## src/hdl/bthp_pkg.sv

```systemverilog
package bthp_pkg;

  typedef struct packed {
    logic [7:0] data_byte;
    logic       last_byte;
  } in_t;

  typedef enum logic [2:0] {
    ST_OK         = 3'd0,
    ST_SHORT      = 3'd1,
    ST_UUID       = 3'd2,
    ST_ENCRYPTED  = 3'd3,
    ST_VERSION    = 3'd4,
    ST_NO_READING = 3'd5
  } status_e;

  typedef struct packed {
    status_e            status;
    logic signed [19:0] temperature_centi;
    logic               temperature_valid;
    logic [9:0]         humidity_pct;
    logic               humidity_valid;
    logic [7:0]         battery_level;
    logic               battery_valid;
  } out_t;

  typedef enum logic [1:0] {
    PH_HEADER = 2'd0,
    PH_ID     = 2'd1,
    PH_DATA   = 2'd2,
    PH_STOP   = 2'd3
  } phase_e;

  localparam logic [7:0] ID_PACKET     = 8'h00;
  localparam logic [7:0] ID_BATTERY    = 8'h01;
  localparam logic [7:0] ID_TEMP_CENTI = 8'h02;
  localparam logic [7:0] ID_HUM_CENTI  = 8'h03;
  localparam logic [7:0] ID_HUM_PCT    = 8'h2E;
  localparam logic [7:0] ID_TEMP_DECI  = 8'h45;

  localparam logic [15:0] SERVICE_UUID = 16'hFCD2;
  localparam logic [2:0]  HDR_VERSION  = 3'd2;
  localparam logic [2:0]  MIN_LEN      = 3'd6;
  localparam logic [2:0]  COUNT_MAX    = 3'd7;

  // floor(x / 100) == (x * 83887) >> 23 for every 16-bit x
  localparam logic [16:0] HUM_RECIP = 17'd83887;
  localparam int          HUM_SHIFT = 23;

  localparam int FLAG_TEMP = 0;
  localparam int FLAG_HUM  = 1;
  localparam int FLAG_BATT = 2;

endpackage

```

## src/hdl/bthp_parse.sv

```systemverilog
module bthp_parse (
  input  logic           clk_i,
  input  logic           rst_ni,
  input  logic           byte_acc_i,
  input  bthp_pkg::in_t  byte_i,
  output logic           res_valid_o,
  output bthp_pkg::out_t res_o
);
  import bthp_pkg::*;

  phase_e             phase_q, phase_d;
  logic [2:0]         count_q, count_d;
  logic [7:0]         uuid_low_q, uuid_low_d;
  logic [7:0]         code_q, code_d;
  logic [1:0]         left_q, left_d;
  logic [7:0]         first_q, first_d;
  status_e            err_q, err_d;
  logic signed [19:0] temp_q, temp_d;
  logic [9:0]         hum_q, hum_d;
  logic [7:0]         batt_q, batt_d;
  logic [2:0]         found_q, found_d;

  logic [7:0]         b;
  logic [15:0]        word;
  logic signed [19:0] word_sx;
  logic signed [19:0] temp_deci;
  logic [32:0]        hum_prod;
  logic               len_one, len_two;
  status_e            status;
  logic               show;

  assign b         = byte_i.data_byte;
  assign word      = {b, first_q};
  assign word_sx   = {{4{word[15]}}, word};
  assign temp_deci = (word_sx <<< 3) + (word_sx <<< 1);
  assign hum_prod  = {17'd0, word} * {16'd0, HUM_RECIP};

  always_comb begin
    len_one = 1'b0;
    len_two = 1'b0;
    unique case (b) inside
      ID_PACKET, ID_BATTERY, ID_HUM_PCT:        len_one = 1'b1;
      ID_TEMP_CENTI, ID_HUM_CENTI, ID_TEMP_DECI: len_two = 1'b1;
      default: ;
    endcase
  end

  always_comb begin
    phase_d = phase_q;
    unique case (phase_q)
      PH_HEADER: begin
        if (count_q != 3'd0 && count_q != 3'd1) begin
          phase_d = (err_d != ST_OK) ? PH_STOP : PH_ID;
        end
      end
      PH_ID:   phase_d = (len_one || len_two) ? PH_DATA : PH_STOP;
      PH_DATA: if (left_q != 2'd2) phase_d = PH_ID;
      PH_STOP: ;
      default: ;
    endcase
  end

  always_comb begin
    uuid_low_d = uuid_low_q;
    code_d     = code_q;
    left_d     = left_q;
    first_d    = first_q;
    err_d      = err_q;
    temp_d     = temp_q;
    hum_d      = hum_q;
    batt_d     = batt_q;
    found_d    = found_q;
    unique case (phase_q)
      PH_HEADER: begin
        if (count_q == 3'd0) begin
          uuid_low_d = b;
        end else if (count_q == 3'd1) begin
          if ({b, uuid_low_q} != SERVICE_UUID) err_d = ST_UUID;
        end else if (err_q == ST_OK) begin
          if (b[0]) err_d = ST_ENCRYPTED;
          else if (b[7:5] != HDR_VERSION) err_d = ST_VERSION;
        end
      end
      PH_ID: begin
        code_d = b;
        if (len_one) left_d = 2'd1;
        else if (len_two) left_d = 2'd2;
      end
      PH_DATA: begin
        if (left_q == 2'd2) begin
          first_d = b;
          left_d  = 2'd1;
        end else begin
          left_d = 2'd0;
          case (code_q)
            ID_BATTERY: begin
              batt_d             = b;
              found_d[FLAG_BATT] = 1'b1;
            end
            ID_HUM_PCT: begin
              hum_d             = {2'd0, b};
              found_d[FLAG_HUM] = 1'b1;
            end
            ID_HUM_CENTI: begin
              hum_d             = hum_prod[HUM_SHIFT +: 10];
              found_d[FLAG_HUM] = 1'b1;
            end
            ID_TEMP_CENTI: begin
              temp_d             = word_sx;
              found_d[FLAG_TEMP] = 1'b1;
            end
            ID_TEMP_DECI: begin
              temp_d             = temp_deci;
              found_d[FLAG_TEMP] = 1'b1;
            end
            default: ;
          endcase
        end
      end
      default: ;
    endcase
    count_d = (count_q == COUNT_MAX) ? count_q : count_q + 3'd1;
  end

  always_comb begin
    if (count_d < MIN_LEN) status = ST_SHORT;
    else if (err_d != ST_OK) status = err_d;
    else if (found_d[FLAG_TEMP] || found_d[FLAG_HUM]) status = ST_OK;
    else status = ST_NO_READING;
    show = (status == ST_OK) || (status == ST_NO_READING);

    res_o.status            = status;
    res_o.temperature_valid = show & found_d[FLAG_TEMP];
    res_o.temperature_centi = res_o.temperature_valid ? temp_d : '0;
    res_o.humidity_valid    = show & found_d[FLAG_HUM];
    res_o.humidity_pct      = res_o.humidity_valid ? hum_d : '0;
    res_o.battery_valid     = show & found_d[FLAG_BATT];
    res_o.battery_level     = res_o.battery_valid ? batt_d : '0;
  end

  assign res_valid_o = byte_acc_i & byte_i.last_byte;

  always_ff @(posedge clk_i or negedge rst_ni) begin
    if (!rst_ni) begin
      phase_q    <= PH_HEADER;
      count_q    <= '0;
      uuid_low_q <= '0;
      code_q     <= '0;
      left_q     <= '0;
      first_q    <= '0;
      err_q      <= ST_OK;
      temp_q     <= '0;
      hum_q      <= '0;
      batt_q     <= '0;
      found_q    <= '0;
    end else if (byte_acc_i) begin
      if (byte_i.last_byte) begin
        phase_q    <= PH_HEADER;
        count_q    <= '0;
        uuid_low_q <= '0;
        code_q     <= '0;
        left_q     <= '0;
        first_q    <= '0;
        err_q      <= ST_OK;
        temp_q     <= '0;
        hum_q      <= '0;
        batt_q     <= '0;
        found_q    <= '0;
      end else begin
        phase_q    <= phase_d;
        count_q    <= count_d;
        uuid_low_q <= uuid_low_d;
        code_q     <= code_d;
        left_q     <= left_d;
        first_q    <= first_d;
        err_q      <= err_d;
        temp_q     <= temp_d;
        hum_q      <= hum_d;
        batt_q     <= batt_d;
        found_q    <= found_d;
      end
    end
  end

endmodule

```

## src/hdl/bthome_v2_service_data_parser.sv

```systemverilog
// Service-data frame parser for BTHome v2 advertisements.
// Input channel: one frame byte per item (in_data_i.data_byte), with
// in_data_i.last_byte set on the final byte of the frame. An item is taken
// at a clock edge where in_valid_i is high and in_stall_o is low.
// Output channel: one item per frame, emitted after its last byte, carrying
// status, temperature, humidity and battery readings with valid flags.
// Taken at an edge where out_valid_o is high and out_stall_i is low.
// Throughput: one byte per cycle while in_stall_o is low; each byte updates the
// parse state as it is taken (one 16x17 multiply for the humidity divide by 100).
// The result is formed combinationally from the last byte and registered in the
// result register, or in the skid entry while that register is still held.
// A result register plus one skid entry sit on the output side, so bytes
// keep flowing while a result waits; in_stall_o rises only when both
// entries are full, and falls once the receiver takes a result.
// Reset (rst_ni low, asynchronous) clears the parse state and empties the
// output entries; the first byte after reset starts a new frame.
module bthome_v2_service_data_parser (
  input  logic           clk_i,
  input  logic           rst_ni,
  input  logic           in_valid_i,
  output logic           in_stall_o,
  input  bthp_pkg::in_t  in_data_i,
  output logic           out_valid_o,
  input  logic           out_stall_i,
  output bthp_pkg::out_t out_data_o
);
  import bthp_pkg::*;

  logic in_acc;
  logic res_valid;
  out_t res;
  logic out_take;

  logic out_valid_q, out_valid_d;
  logic skid_valid_q, skid_valid_d;
  out_t out_q, out_d;
  out_t skid_q, skid_d;

  assign in_stall_o = skid_valid_q;
  assign in_acc     = in_valid_i & ~skid_valid_q;
  assign out_take   = out_valid_q & ~out_stall_i;

  bthp_parse u_parse (
    .clk_i       (clk_i),
    .rst_ni      (rst_ni),
    .byte_acc_i  (in_acc),
    .byte_i      (in_data_i),
    .res_valid_o (res_valid),
    .res_o       (res)
  );

  always_comb begin
    out_valid_d  = out_valid_q;
    skid_valid_d = skid_valid_q;
    out_d        = out_q;
    skid_d       = skid_q;
    if (skid_valid_q) begin
      if (out_take) begin
        out_d        = skid_q;
        skid_valid_d = 1'b0;
      end
    end else if (res_valid) begin
      if (!out_valid_q || out_take) begin
        out_d       = res;
        out_valid_d = 1'b1;
      end else begin
        skid_d       = res;
        skid_valid_d = 1'b1;
      end
    end else if (out_take) begin
      out_valid_d = 1'b0;
    end
  end

  always_ff @(posedge clk_i or negedge rst_ni) begin
    if (!rst_ni) begin
      out_valid_q  <= 1'b0;
      skid_valid_q <= 1'b0;
    end else begin
      out_valid_q  <= out_valid_d;
      skid_valid_q <= skid_valid_d;
    end
  end

  always_ff @(posedge clk_i) begin
    out_q  <= out_d;
    skid_q <= skid_d;
  end

  assign out_valid_o = out_valid_q;
  assign out_data_o  = out_q;

endmodule

```

## config.mk

```make
export PLATFORM = sky130hd
export DESIGN_NAME = bthome_v2_service_data_parser
export DESIGN_NICKNAME = d
export VERILOG_FILES = /design/src/hdl/bthp_pkg.sv /design/src/hdl/bthp_parse.sv /design/src/hdl/bthome_v2_service_data_parser.sv
export SDC_FILE = /design/constraint.sdc
export NUM_CORES = 1
export LEC_CHECK = 0
export BUFFER_PORTS_ARGS = -buffer_cell sky130_fd_sc_hd__buf_4
export CORE_UTILIZATION = 42
export DETAILED_ROUTE_END_ITERATION = 6
export PLACE_DENSITY = 0.55
export SLEW_MARGIN = 20
export SYNTH_ARGS = -nofsm -noshare
export SYNTH_HDL_FRONTEND = slang
export SYNTH_HIERARCHICAL = 1
export SYNTH_SLANG_ARGS = --single-unit
```

## constraint.sdc

```tcl
create_clock -name clk_i -period 8.34 [get_ports clk_i]
set_clock_uncertainty 0.15 [all_clocks]
set_input_delay 1.668 -clock clk_i [delete_from_list [all_inputs] [get_ports clk_i]]
set_output_delay 1.668 -clock clk_i [all_outputs]
set_load 0.05 [all_outputs]
```

==> summary.md, run 1 <==
| Metric | Value |
|---|---|
| Clock buffer count from CTS | `17` |
| Clock input transition at the sequential cells of the worst setup and hold paths | `0.07 ns` |
| Overflow left after global routing | `0` |
| Post-synth EDFFs | `88` |
| Maximum number of pins on one net before global-route repair | `78` |
| Required arrival time at the worst endpoint | `8.39 ns` |
| Synth cell types | `70` |
| Postcts setup bufs | `0` |
| Root buf cell | `sky130_fd_sc_hd__clkbuf_16` |
| Final min period | `between 7 and 8 ns` |
| Die outline height | `180 um` |
| Number of endpoints with negative hold slack in the final report | `0` |
| PostCTS Resize Cnt | `0` |
| Syn avg cell area | `10.6 um^2` |
| Leading cell types in the layout, fill and taps excluded | `sky130_fd_sc_hd__inv_1 (210), sky130_fd_sc_hd__ha_1 (152), sky130_fd_sc_hd__fa_1 (102)` |
| Data arrival time at the worst-slack endpoint | `7.67 ns` |
| Cell type with the highest aggregate area in the netlist | `sky130_fd_sc_hd__edfxtp_1` |
| Final setup TNS | `0 ns` |
| Maximum fanout encountered on the critical timing path | `12` |
| Core ar. | `30800 um^2` |
| Count of clock tree sinks | `around 170` |
| Status | `finished with violations` |
| Number of violations reported at the end of detailed-routing iteration 0 | `681` |
| Via count of the first global-routing pass | `9500` |
| Bufs on Longest Clock Path | `2` |
| Max-capacitance violation count | `0` |
| Detail-routed via count per cell | `5.47` |
| Setup-failing EPs final | `0` |
| Yosys warning total | `6` |
| Post-Layout Inst Area | `14800 um^2` |
| Routed wire length per instance | `19.4 um` |
| Area contributors post-synth | `sky130_fd_sc_hd__edfxtp_1 (20%), sky130_fd_sc_hd__fa_1 (15%), sky130_fd_sc_hd__dfrtp_1 (15%), sky130_fd_sc_hd__ha_1 (14%), sky130_fd_sc_hd__inv_1 (5.9%)` |
| Number of vias after detailed routing | `9422` |
| Count of standard-cell rows | `64` |
| Max-slew headroom at the worst pin | `26.7%` |
| Depth of the CTS H-tree | `4` |
| Primary flip-flop cell chosen by synthesis mapping | `sky130_fd_sc_hd__edfxtp_1` |
| Post-detailed-route count of antenna-violating nets | `0` |
| Number of ports placed on the die boundary | `just under 60` |
| GR Util All Layers | `21.8%` |
| Slew of the pin with the lowest slew margin | `~1.1 ns` |
| Final count of pins violating max slew | `0` |
| Most common library cell in the layout ignoring fill and taps | `sky130_fd_sc_hd__inv_1` |
| Detailed-route DRC error count | `10` |
| Die ar. | `32300 um^2` |
| Synthesized instance count | `1251` |
| First-pass DRT Iterations | `7` |
| Final-stage net count | `~1600` |
| Startpoint class of the critical path | `input pin` |
| Number of buffers inserted for hold repair after clock tree synthesis | `0` |
| Proportion of layout cells with a drive suffix above 1 | `13.3%` |
| Initial cell density of the core | `43.0%` |
| Asr flop ratio synth | `46.7%` |
| Final period util | `between 90% and 100%` |
| Netlist Area Pre-Place | `13300 um^2` |
| Chip Width | `between 150 and 200 um` |
| Start-to-end type of the worst setup path | `in2reg` |
| Top-area cell type share of the netlist area | `19.9%` |
| Register bit total from synthesis | `165` |
| Net count after synthesis | `1518` |
| Clk_lat worst skew | `0.44 ns` |
| WL final | `33400 um` |
| Number of buffers added on ports | `just under 60` |
| Cell area after placement | `14200 um^2` |
| Clock tree from TritonCTS | `done` |
| Crit end category | `register` |
| Area Growth Syn to Fin | `11.4%` |
| Maximum clock frequency | `~130 MHz` |
| Tightest Hold Check Type | `reg2reg` |
| First-pass GRT wire length | `54400 um` |
| Number of antenna violations at the first check in global routing | `1` |
| Violations in the final reports | `DRC` |
| Sequential element share of the synthesized area | `about a third` |
| Gpl congestion | `0.879` |
| Unrepaired setup endpoints after global routing | `no` |
| Placed wire-length estimate after detailed placement | `25500 um` |
-- synth_stat cells (7+ instances only) --
cell,instances
sky130_fd_sc_hd__a21o_1,9
sky130_fd_sc_hd__dfrtp_1,77
sky130_fd_sc_hd__o2bb2ai_1,42
sky130_fd_sc_hd__nand2_1,68
sky130_fd_sc_hd__inv_1,210
sky130_fd_sc_hd__a21oi_1,80
sky130_fd_sc_hd__clkbuf_1,29
sky130_fd_sc_hd__fa_1,102
sky130_fd_sc_hd__o21ai_0,25
sky130_fd_sc_hd__o211ai_1,8
sky130_fd_sc_hd__a211oi_1,8
sky130_fd_sc_hd__nor3_1,7
sky130_fd_sc_hd__nor2_1,79
sky130_fd_sc_hd__nand4_1,9
sky130_fd_sc_hd__a31oi_1,10
sky130_fd_sc_hd__nand3_1,16
sky130_fd_sc_hd__o31ai_1,11
sky130_fd_sc_hd__a22oi_1,11
sky130_fd_sc_hd__xnor2_1,13
sky130_fd_sc_hd__a21boi_0,10
sky130_fd_sc_hd__mux2_2,39
sky130_fd_sc_hd__ha_1,152
sky130_fd_sc_hd__nand2b_1,7
sky130_fd_sc_hd__edfxtp_1,88
sky130_fd_sc_hd__nor2b_1,11
-- cell families (layout without fill, tap and decap cells) --
| logic type | Yosys count | in the layout | synth area share [%] |
|---|---|---|---|
| multiplexers | 48 | 48 | 4.21 |
| buffers and inverters | 252 | 325 | 7.41 |
| adder cells (fa/ha/maj) | 254 | 254 | 29.7 |
| other | 0 | 1 | 0 |
| XOR/XNOR | 18 | 18 | 1.19 |
| AND/OR/NAND/NOR | 235 | 235 | 8.40 |
| flip-flops | 165 | 165 | 34.4 |
| AO/OA/AOI/OAI | 279 | 279 | 14.6 |
-- state kept, by name, summed over array words and instances (netlist names) --
| name | count |
|---|---|
| out_data_o | 44 |
| skid_q | 44 |
| u_parse/temp_q | 20 |
| u_parse/hum_q | 10 |
| u_parse/batt_q | 8 |
| u_parse/code_q | 8 |
| u_parse/first_q | 8 |
| u_parse/uuid_low_q | 8 |
| u_parse/count_q | 3 |
| u_parse/err_q | 3 |
| u_parse/found_q | 3 |
| u_parse/left_q | 2 |
| u_parse/phase_q | 2 |
| in_stall_o | 1 |
| out_valid_o | 1 |
-- critical path, cell delays in order --
cell                        delay (ns)
sky130_fd_sc_hd__buf_4            0.22
sky130_fd_sc_hd__inv_1            0.15
sky130_fd_sc_hd__ha_1             0.42
sky130_fd_sc_hd__inv_1            0.07
sky130_fd_sc_hd__ha_1             0.27
sky130_fd_sc_hd__inv_1            0.04
sky130_fd_sc_hd__fa_1             0.47
sky130_fd_sc_hd__inv_1            0.07
sky130_fd_sc_hd__fa_1             0.53
sky130_fd_sc_hd__fa_1             0.57
sky130_fd_sc_hd__inv_1            0.06
sky130_fd_sc_hd__fa_1             0.53
sky130_fd_sc_hd__inv_1            0.04
sky130_fd_sc_hd__ha_1             0.35
sky130_fd_sc_hd__a21oi_1          0.20
sky130_fd_sc_hd__o211ai_1         0.11
sky130_fd_sc_hd__a41oi_1          0.33
sky130_fd_sc_hd__o211ai_1         0.25
sky130_fd_sc_hd__a2111oi_0        0.59
sky130_fd_sc_hd__nor4_1           0.11
sky130_fd_sc_hd__nor2_1           0.19
sky130_fd_sc_hd__a21oi_1          0.11
sky130_fd_sc_hd__mux2_2           0.30
-- final cells by class --
| cell class | instances | area [um^2] |
|---|---|---|
| Inverter | 211 | 792 |
| Multi-Input combinational cell | 834 | 7740 |
| Timing Repair Buffer | 82 | 619 |
| Antenna cell | 1 | 2.50 |
| Clock buffer | 17 | 425 |
| Sequential cell | 165 | 4570 |
| Clock inverter | 15 | 138 |
| Fill cell | 2836 | 16000 |
| Tap cell | 396 | 495 |
-- metrics by stage --
stage / std cells / hold slack, ns / worst slack (ns) / util, %
6_report: 1721 / 0.340 / 0.719 / 48.0
3_3_place_gp: 1688 / 0.315 / 0.339 / 46.1
4_1_cts: 1720 / 0.342 / 0.726 / 47.9
2_1_floorplan: 1251 / 0.301 / 1.05 / -
3_5_place_dp: 1688 / 0.324 / 0.304 / 46.1
5_1_grt: 1721 / 0.356 / 0.434 / 48.0
-- final timing paths --
| path | startpoint | cells after the start | slack [ns] | end |
|---|---|---|---|---|
| min in group asynchronous | rst_ni | 1 | 1.10 | u_parse/count_q[0]$_DFFE_PN0P_ |
| min | u_parse/temp_q[19]$_DFFE_PN0P_ | 1 | 0.34 | u_parse/temp_q[19]$_DFFE_PN0P_ |
| max reg2reg | u_parse/first_q[6]$_DFFE_PN0P_ | 21 | 1.16 | out_data_o[11]$_DFFE_PP_ |
| max in group asynchronous | rst_ni | 1 | 6.35 | in_stall_o$_DFF_PN0_ |
| min reg2reg | u_parse/temp_q[19]$_DFFE_PN0P_ | 1 | 0.34 | u_parse/temp_q[19]$_DFFE_PN0P_ |
| max | in_data_i[6] | 23 | 0.72 | out_data_o[19]$_DFFE_PP_ |
-- routing by layer --
layer | part of all wire [%] | global-route usage (%) | vias up | wire length (um)
met3 | 4.9 | 3.65 | 30 | 1650
met2 | 46 | 34.3 | 235 | 15200
met4 | 1.5 | 5.03 | 0 | 515
met5 | 0 | 0 | - | 0
met1 | 48 | 31.3 | 4670 | 16000
li1 | - | - | 4487 | -
Power of run 1 is not shown: default switching activity piles up to over one toggle a cycle in this logic, so the estimate is an artifact.
==> run 2, diff against run 1 <==
PLACE_DENSITY = default   (was 0.55)
==> summary.md, run 2 (same netlist as run 1, synthesis figures left out) <==
| Metric | Value |
|---|---|
| Worst Hold Slack | `0.337 ns (-0.00347 ns)` |
| Max-capacitance violation count | `0 (unchanged)` |
| Via count of the first global-routing pass | `9571 (+0.75%)` |
| Postcts setup bufs | `0 (unchanged)` |
| ANT cells | `0 (-1)` |
| Maximum fanout encountered on the critical timing path | `9 (-3)` |
| Clock tree from TritonCTS | `done` |
| Detailed-route DRC error count | `8 (-2)` |
| Violations in the final reports | `DRC` |
| Start-to-end type of the worst setup path | `in2reg` |
| Bufs on Longest Clock Path | `2 (unchanged)` |
| Setup-failing EPs final | `0 (unchanged)` |
| Data arrival time at the worst-slack endpoint | `7.90 ns (+0.23 ns)` |
| Gpl congestion | `0.919 (+4.5%)` |
| Number of endpoints with negative hold slack in the final report | `0 (unchanged)` |
| Met2 layer wire length in the routed design | `15100 um (-1.1%)` |
| Final-stage net count | `1574 (-0.25%)` |
| Final non-filler cell total | `1716 (-0.29%)` |
| Detail-routed via count per cell | `5.56 (+1.6%)` |
| Overflow left after global routing | `0 (unchanged)` |
| Routed wire length per instance | `19.1 um (-1.7%)` |
| Number of vias after detailed routing | `9548 (+1.3%)` |
| Post-detailed-route count of antenna-violating nets | `0 (unchanged)` |
| Number of ports placed on the die boundary | `59 (unchanged)` |
| Unrepaired setup endpoints after global routing | `no` |
| Maximum number of pins on one net before global-route repair | `78 (unchanged)` |
| Crit end category | `register` |
| WL final | `32700 um (-2.0%)` |
| Startpoint class of the critical path | `input pin` |
| Number of violations reported at the end of detailed-routing iteration 0 | `795 (+17%)` |
| Final min period | `7.87 ns (+0.251 ns)` |
| Most common library cell in the layout ignoring fill and taps | `sky130_fd_sc_hd__inv_1` |
| Cell area after placement | `14200 um^2 (-0.21%)` |
| Core ar. | `30800 um^2 (unchanged)` |
| Initial cell density of the core | `43.0% (unchanged)` |
| Topmost layer with routed signal wires | `met4` |
| Number of buffers inserted for hold repair after clock tree synthesis | `0 (unchanged)` |
| Number of antenna violations at the first check in global routing | `0 (-1)` |
| Required arrival time at the worst endpoint | `8.37 ns (-0.02 ns)` |
| Die outline height | `180 um (unchanged)` |
| Die ar. | `32300 um^2 (unchanged)` |
| Number of placed cells counting well taps | `1684 (-0.24%)` |
| PostCTS Resize Cnt | `0 (unchanged)` |
| Area taken by flip-flops and latches | `4570 um^2 (unchanged)` |
| Chip Width | `180 um (unchanged)` |
| Clk_lat worst skew | `0.43 ns (about the same)` |
| First-pass GRT wire length | `53700 um (-1.3%)` |
| Met3 wirelength from detailed routing | `1530 um (-7.3%)` |
| Final count of pins violating max slew | `0 (unchanged)` |
| Placed wire-length estimate after detailed placement | `24900 um (-2.3%)` |
| Final setup TNS | `0 ns (unchanged)` |
| Met1 wire length | `15700 um (-2.1%)` |
| Slew of the pin with the lowest slew margin | `0.865 ns (-0.226 ns)` |
| GR Util All Layers | `21.1% (-0.73 points)` |
| Max-slew headroom at the worst pin | `42.3% (+16 points)` |
| Root buf cell | `sky130_fd_sc_hd__clkbuf_16` |
| First-pass DRT Iterations | `7 (unchanged)` |
| Tightest Hold Check Type | `reg2reg` |
| Count of standard-cell rows | `64 (unchanged)` |
| Depth of the CTS H-tree | `4 (unchanged)` |
| Post-Layout Inst Area | `14800 um^2 (+0.26%)` |
| Leading cell types in the layout, fill and taps excluded | `sky130_fd_sc_hd__inv_1 (210), sky130_fd_sc_hd__ha_1 (152), sky130_fd_sc_hd__fa_1 (102)` |
| Total of fill cells in the finished design | `2809 (-0.95%)` |
| Number of buffers added on ports | `58 (unchanged)` |
| Status | `finished with violations` |
| Clock input transition at the sequential cells of the worst setup and hold paths | `0.08 ns (about the same)` |
| Multi-input gate area in the final layout | `7750 um^2 (about the same)` |
| Clock buffer count from CTS | `17 (unchanged)` |
| Final period util | `94.4% (+3.0 points)` |
| Area Growth Syn to Fin | `11.7%` |
| Proportion of layout cells with a drive suffix above 1 | `13.1% (-0.19 points)` |
| Maximum clock frequency | `127 MHz (-3.2%)` |
| Count of clock tree sinks | `165 (unchanged)` |
[run 2: cell count changes in the layout (fill, tap and decap cells not counted), sizes merged]
cell,before,now
clkinvlp,3,1
buf,82,78
diode,1,0
inv,217,214
clkinv,6,11
[run 2: layout make-up]
class,instances,share of cell area (%)
clock buffers,17,2.87
clock inverters,15,1.37
inverters,211,5.34
multi-input cells,834,52.3
flip-flops and latches,165,30.8
well taps,396,3.34
repair buffers,78,3.98
[run 2: final timing paths]
check | from | endpoint | slack [ns] | cells after the start
worst max-delay path | in_data_i[2] | out_data_o[19]$_DFFE_PP_ | 0.47 | 21
worst min-delay path | u_parse/temp_q[12]$_DFFE_PN0P_ | u_parse/temp_q[12]$_DFFE_PN0P_ | 0.34 | 2
worst max register to register | u_parse/first_q[6]$_DFFE_PN0P_ | out_data_o[11]$_DFFE_PP_ | 0.88 | 20
worst min register to register | u_parse/temp_q[12]$_DFFE_PN0P_ | u_parse/temp_q[12]$_DFFE_PN0P_ | 0.34 | 2
max in group asynchronous | rst_ni | in_stall_o$_DFF_PN0_ | 6.35 | 1
min in group asynchronous | rst_ni | u_parse/found_q[1]$_DFFE_PN0P_ | 1.14 | 1
[run 2: through the flow]
| stage | worst slack, ns | utilization, % |
|---|---|---|
| 2_1_floorplan | 1.05 | - |
| 3_3_place_gp | 0.312 | 46.0 |
| 3_5_place_dp | 0.103 | 46.0 |
| 4_1_cts | 0.541 | 48.0 |
| 5_1_grt | 0.299 | 48.1 |
| 6_report | 0.468 | 48.1 |
[run 2: layer usage]
layer / up-vias / GRT usage [%]
met5: - / 0
met4: 0 / 4.62
met3: 31 / 2.59
met2: 260 / 33.2
met1: 4777 / 30.9
li1: 4480 / -
[run 2: worst max-delay path, cell delays in order]
cell and delay (ns):
sky130_fd_sc_hd__buf_4 0.18, sky130_fd_sc_hd__ha_1 0.41, sky130_fd_sc_hd__inv_1 0.12, sky130_fd_sc_hd__fa_1 0.54
sky130_fd_sc_hd__inv_1 0.04, sky130_fd_sc_hd__ha_1 0.31, sky130_fd_sc_hd__fa_1 0.51, sky130_fd_sc_hd__fa_1 0.54
sky130_fd_sc_hd__inv_1 0.06, sky130_fd_sc_hd__fa_1 0.54, sky130_fd_sc_hd__inv_1 0.05, sky130_fd_sc_hd__ha_1 0.34
sky130_fd_sc_hd__a2111oi_0 0.54, sky130_fd_sc_hd__o211ai_1 0.19, sky130_fd_sc_hd__a41oi_1 0.37, sky130_fd_sc_hd__o211ai_1 0.23
sky130_fd_sc_hd__a2111oi_0 0.57, sky130_fd_sc_hd__nor4_1 0.11, sky130_fd_sc_hd__nor2_1 0.16, sky130_fd_sc_hd__a21oi_1 0.09
sky130_fd_sc_hd__mux2_2 0.30
Power of run 2 is left out for the same reason.
